===== src/wmspt_ram.sv =====
// Generic single-write, single-read RAM with a registered read port.
// Used for the sample ring and the peak deque. No dependencies.
module wmspt_ram #(
   parameter int WIDTH = 32,
   parameter int DEPTH = 128
) (
   input  logic                     clock,
   input  logic                     we,
   input  logic [$clog2(DEPTH)-1:0] waddr,
   input  logic [WIDTH-1:0]         wdata,
   input  logic                     re,
   input  logic [$clog2(DEPTH)-1:0] raddr,
   output logic [WIDTH-1:0]         rdata
);

   logic [WIDTH-1:0] mem [DEPTH];
   logic [WIDTH-1:0] rdata_ff;

   always_ff @(posedge clock) begin
      if (we) begin
         mem[waddr] <= wdata;
      end
      if (re) begin
         rdata_ff <= mem[raddr];
      end
   end

   assign rdata = rdata_ff;

endmodule


===== config.mk =====
export PLATFORM = sky130hd
export DESIGN_NAME = wmspt_ram
export DESIGN_NICKNAME = d
export VERILOG_FILES = /design/src/wmspt_ram.sv
export SDC_FILE = /design/constraint.sdc
export NUM_CORES = 2
export LEC_CHECK = 0
export ABC_AREA = 0
export BUFFER_PORTS_ARGS = -buffer_cell sky130_fd_sc_hd__clkbuf_2
export CORE_MARGIN = 2
export CORE_UTILIZATION = 60
export DETAILED_ROUTE_END_ITERATION = 12
export PLACE_DENSITY = 0.85
export SYNTH_ARGS = -nofsm -noshare
export SYNTH_HDL_FRONTEND = slang
export SYNTH_SLANG_ARGS = --single-unit

===== constraint.sdc =====
create_clock -name clock -period 4.7 [get_ports clock]
set_input_delay 0.94 -clock clock [delete_from_list [all_inputs] [get_ports clock]]
set_output_delay 0.94 -clock clock [all_outputs]
set_load 0.01 [all_outputs]

After elaboration in Yosys (flattened, before gate mapping)
Memory sizes are Yosys's and may differ from the RTL's. A register that Yosys moved wholly into a read port is not among the register bits.
Cells that the tools add are included.
Storage, ports and cells
  register bits after elaboration: 0
  ROM bits: 0
  latch bits: 0
  RAM bits: 4096
  word-level logic and storage cells: 3
  memories: 1
  input port bits: 49
Memory list
  mem: depth 128, width 32, read ports 1, clocked after Yosys merged registers in 1, write ports 1, RTL line 16  | logic [WIDTH-1:0] mem [DEPTH];
Operators by class
  bitwise gates (word level): 0
  divide/modulo/power cells: 0
  magnitude comparators: 0
  add/subtract/negate cells: 0
  shifts and indexed selects: 0
  mux-type cells: 2
  reduce and logical (&&, ||, !) cells: 0
  eq/ne operators: 0
  $mul: 0
Operators with widths (number)
  $mux W1: 2

Logic depth before layout (Yosys ltp)
  depth in word-level cells: 2
  gate-level depth with buffers: 8

Worst setup path before layout
No wires, ideal clock.
  path type: in2reg
  start point: in we
  end point: mem mem[98][0], enable pin
  arrival: 3.718 ns
  stages on the path: 3
  slack: 0.521 ns
  library setup time: 0.461 ns
  path buffers: 1
  data required time: 4.239 ns
  path through: clkbuf_1 -> nand4_1 -> nor3_1
Between the ends
  word-level cells in the longest chain between the ends: 2
Ends and longest elaborated chain
  start: declaration: RTL line 8  | input logic we,
  $mux W1: RTL line 20  | if (we) begin
  $mux W1 (implied by the code): RTL line 21  | mem[waddr] <= wdata;
  end: declaration: RTL line 16
Every way passes these cells.

==> run summary <==
Run status: finished, final reports clean
Num ports: 81
Critical Path Most Common Cell: mux4_2
Largest net degree at the start of global routing: 99
Multi-input gate area: 32300 um2
Crit-path max cell delay: 0.75 ns
Pre-CTS setup slack: 0.296 ns
Vias in the first global route: 79600
Nets@finish: 6531
Synth area leaders: edfxtp_1 (79%), mux4_2 (19%), clkbuf_1 (0.44%)
Layout area overhead: 13.3%
Initial DRC count: 19100
Placed cells: 9501
Final Hold Violating Endpoints: 0
RSZ-0062 raised after global routing: no
Fraction of layout cells with a size suffix above 1: 0.366
FF+latch count, synth: 4128
Vias: 82800
CTS clk-pin slew, worst paths: 0.07 ns
CTS Root Cell: clkbuf_16
Post-synth top area share: 0.792
IR drop worst, VDD: 0.335 mV
DRT Wirelength: 524000 um
Cell Pwr Density: 440 nW/um2
Fillers: 13200
Fin crit share: 0.818
Die ar.: 265000 um2
Commonest non-fill, non-tap cell in the layout: edfxtp_1
Via-to-Cell Ratio: 8.09
Slew @ Worst Pin: 1.46 ns
Syn_area_per_cell: 26.1 um2
PnR worst setup slack: 0.854 ns
Critical path class: in -> reg
Core Util, Final: 0.684
Worst path slowest cell: mux4_2
Post-synth top area cell: edfxtp_1
# rows: 187
CTS Buffer Depth: 4
Global-route wire length before repair: 709000 um
Sum Neg Setup Slack: 0 ns
Worst-Skew Late Latency: 0.94 ns
PostCTS Resize Cnt: 0
Max Slew Vio Count: 0
Post-Syn Nets: 6039
Leakage: 0.0545 uW
Clock sink count: 4128
GRT Util Overall: 0.399
CTS Buf Count: 380
Setup-failing EPs final: 0
Minimum clock period: 3.85 ns
I/O Buffers: 80
Core area: 259000 um2
Relative slew slack: 0.0254
Initial core utilization: 0.604
Ys Warns: 0
CTS tree: yes
# Post-CTS Setup Buffers: 0
DP Wirelength: 262000 um
Critical Path RT: 5.37 ns
Htree depth: 5
Initial antenna violation count: 95
Avg WL per Cell: 51.2 um
MaxCap Viol Count: 0
F_max: 260 MHz
Pre-antenna DRT Iters: 7
Layout Cells excl Fill: 10200
Die X: 515 um
Register area: 124000 um2
Cells after Synth: 5990
Pwr Total: 78100 uW
Critical Path End Type: register
Count of cell types in the netlist: 16
Worst hold path class: in -> reg
Crit path DAT: 4.51 ns
Crit Path Max Fanout: 29
Hold buffer count at cts: 0
Synth Cell Area: 157000 um2
Antenna Nets Post-Route: 0
Startpoint Class: primary input
Sequential share of the synthesized area: 0.792
Drt drc: 0
Cell Chain, Critical Path: buf_12 -> buf_12 -> buf_4 -> mux4_2 -> mux4_2 -> mux4_2 -> mux2_2
Most frequent cells in the layout: edfxtp_1 (4128), mux4_2 (1344), clkbuf_16 (389), buf_4 (293), nor2_4 (119)
Gr ovfl total: 0
Die Y: 515 um
Clock Skew: 0.0432 ns
RePlAce Congestion: 0.837
per-layer routing:
| metal | track usage | routed length (um) |
|---|---|---|
| met3 | 0.127 | 89100 |
| met5 | 0 | 474 |
| met4 | 0.242 | 42600 |
| met2 | 0.607 | 243000 |
| met1 | 0.507 | 149000 |
final timing paths:
check                   startpoint                     to  slack, ns  cells past startpoint
max                       raddr[0]    rdata[27]$_DFFE_PP_       0.85                      7
max reg2reg  mem[65][27]$_DFFE_PP_    rdata[27]$_DFFE_PP_       1.51                      4
min                      wdata[11]  mem[20][11]$_DFFE_PP_       0.60                      1
min reg2reg  mem[91][13]$_DFFE_PP_    rdata[13]$_DFFE_PP_       1.23                      4
through the flow:
step | area [um2] | hold WS (ns)
2_1_floorplan | 157000 | 1.04
3_3_place_gp | 165000 | 1.17
3_5_place_dp | 165000 | 1.19
4_1_cts | 177000 | 0.573
5_1_grt | 177000 | 0.620
6_report | 177000 | 0.598
cells in the mapped netlist:
master    instances
or3_1             1
mux2_2           32
nand2_1          14
buf_6             2
edfxtp_1       4128
nor3_1            9
mux4_2         1344
nand4_1           3
nor2b_1           7
nor2_1          122
clkbuf_1        182
buf_2            79
nand3_1          12
buf_1            50
buf_4             3
nand2b_1          2
cells by family (layout without fill, tap and decap cells):
| group | count (synthesis) | after routing | share of synthesized area |
|---|---|---|---|
| other | 0 | 47 | 0 |
| buffers and inverters | 316 | 1112 | 0.00837 |
| and+or+nand+nor | 170 | 170 | 0.00445 |
| DFF | 4128 | 4128 | 0.792 |
| muxes | 1376 | 1376 | 0.196 |
registers in the layout, summed over array words and instances (netlist names):
name   count
rdata     32
mem     4096
report_power, final:
part / internal (uW) / switching (uW)
Clock: 18000 / 14900
Combinational: 1570 / 2890
Sequential: 40700 / 135
worst max-delay path, delay by kind of cell:
family | cells | cell delay [ns]
muxes | 4 | 2.45
buffers and inverters | 3 | 1.01
cell type report:
cell class / count / area share
well taps: 3402 / 0.0240
multi-input cells: 1546 / 0.182
flip-flops and latches: 4128 / 0.699
diodes: 47 / 0.000663
repair buffers: 426 / 0.0238
clock buffers: 450 / 0.0562
clock inverters: 236 / 0.0144
(Power assumes the default switching activity.)
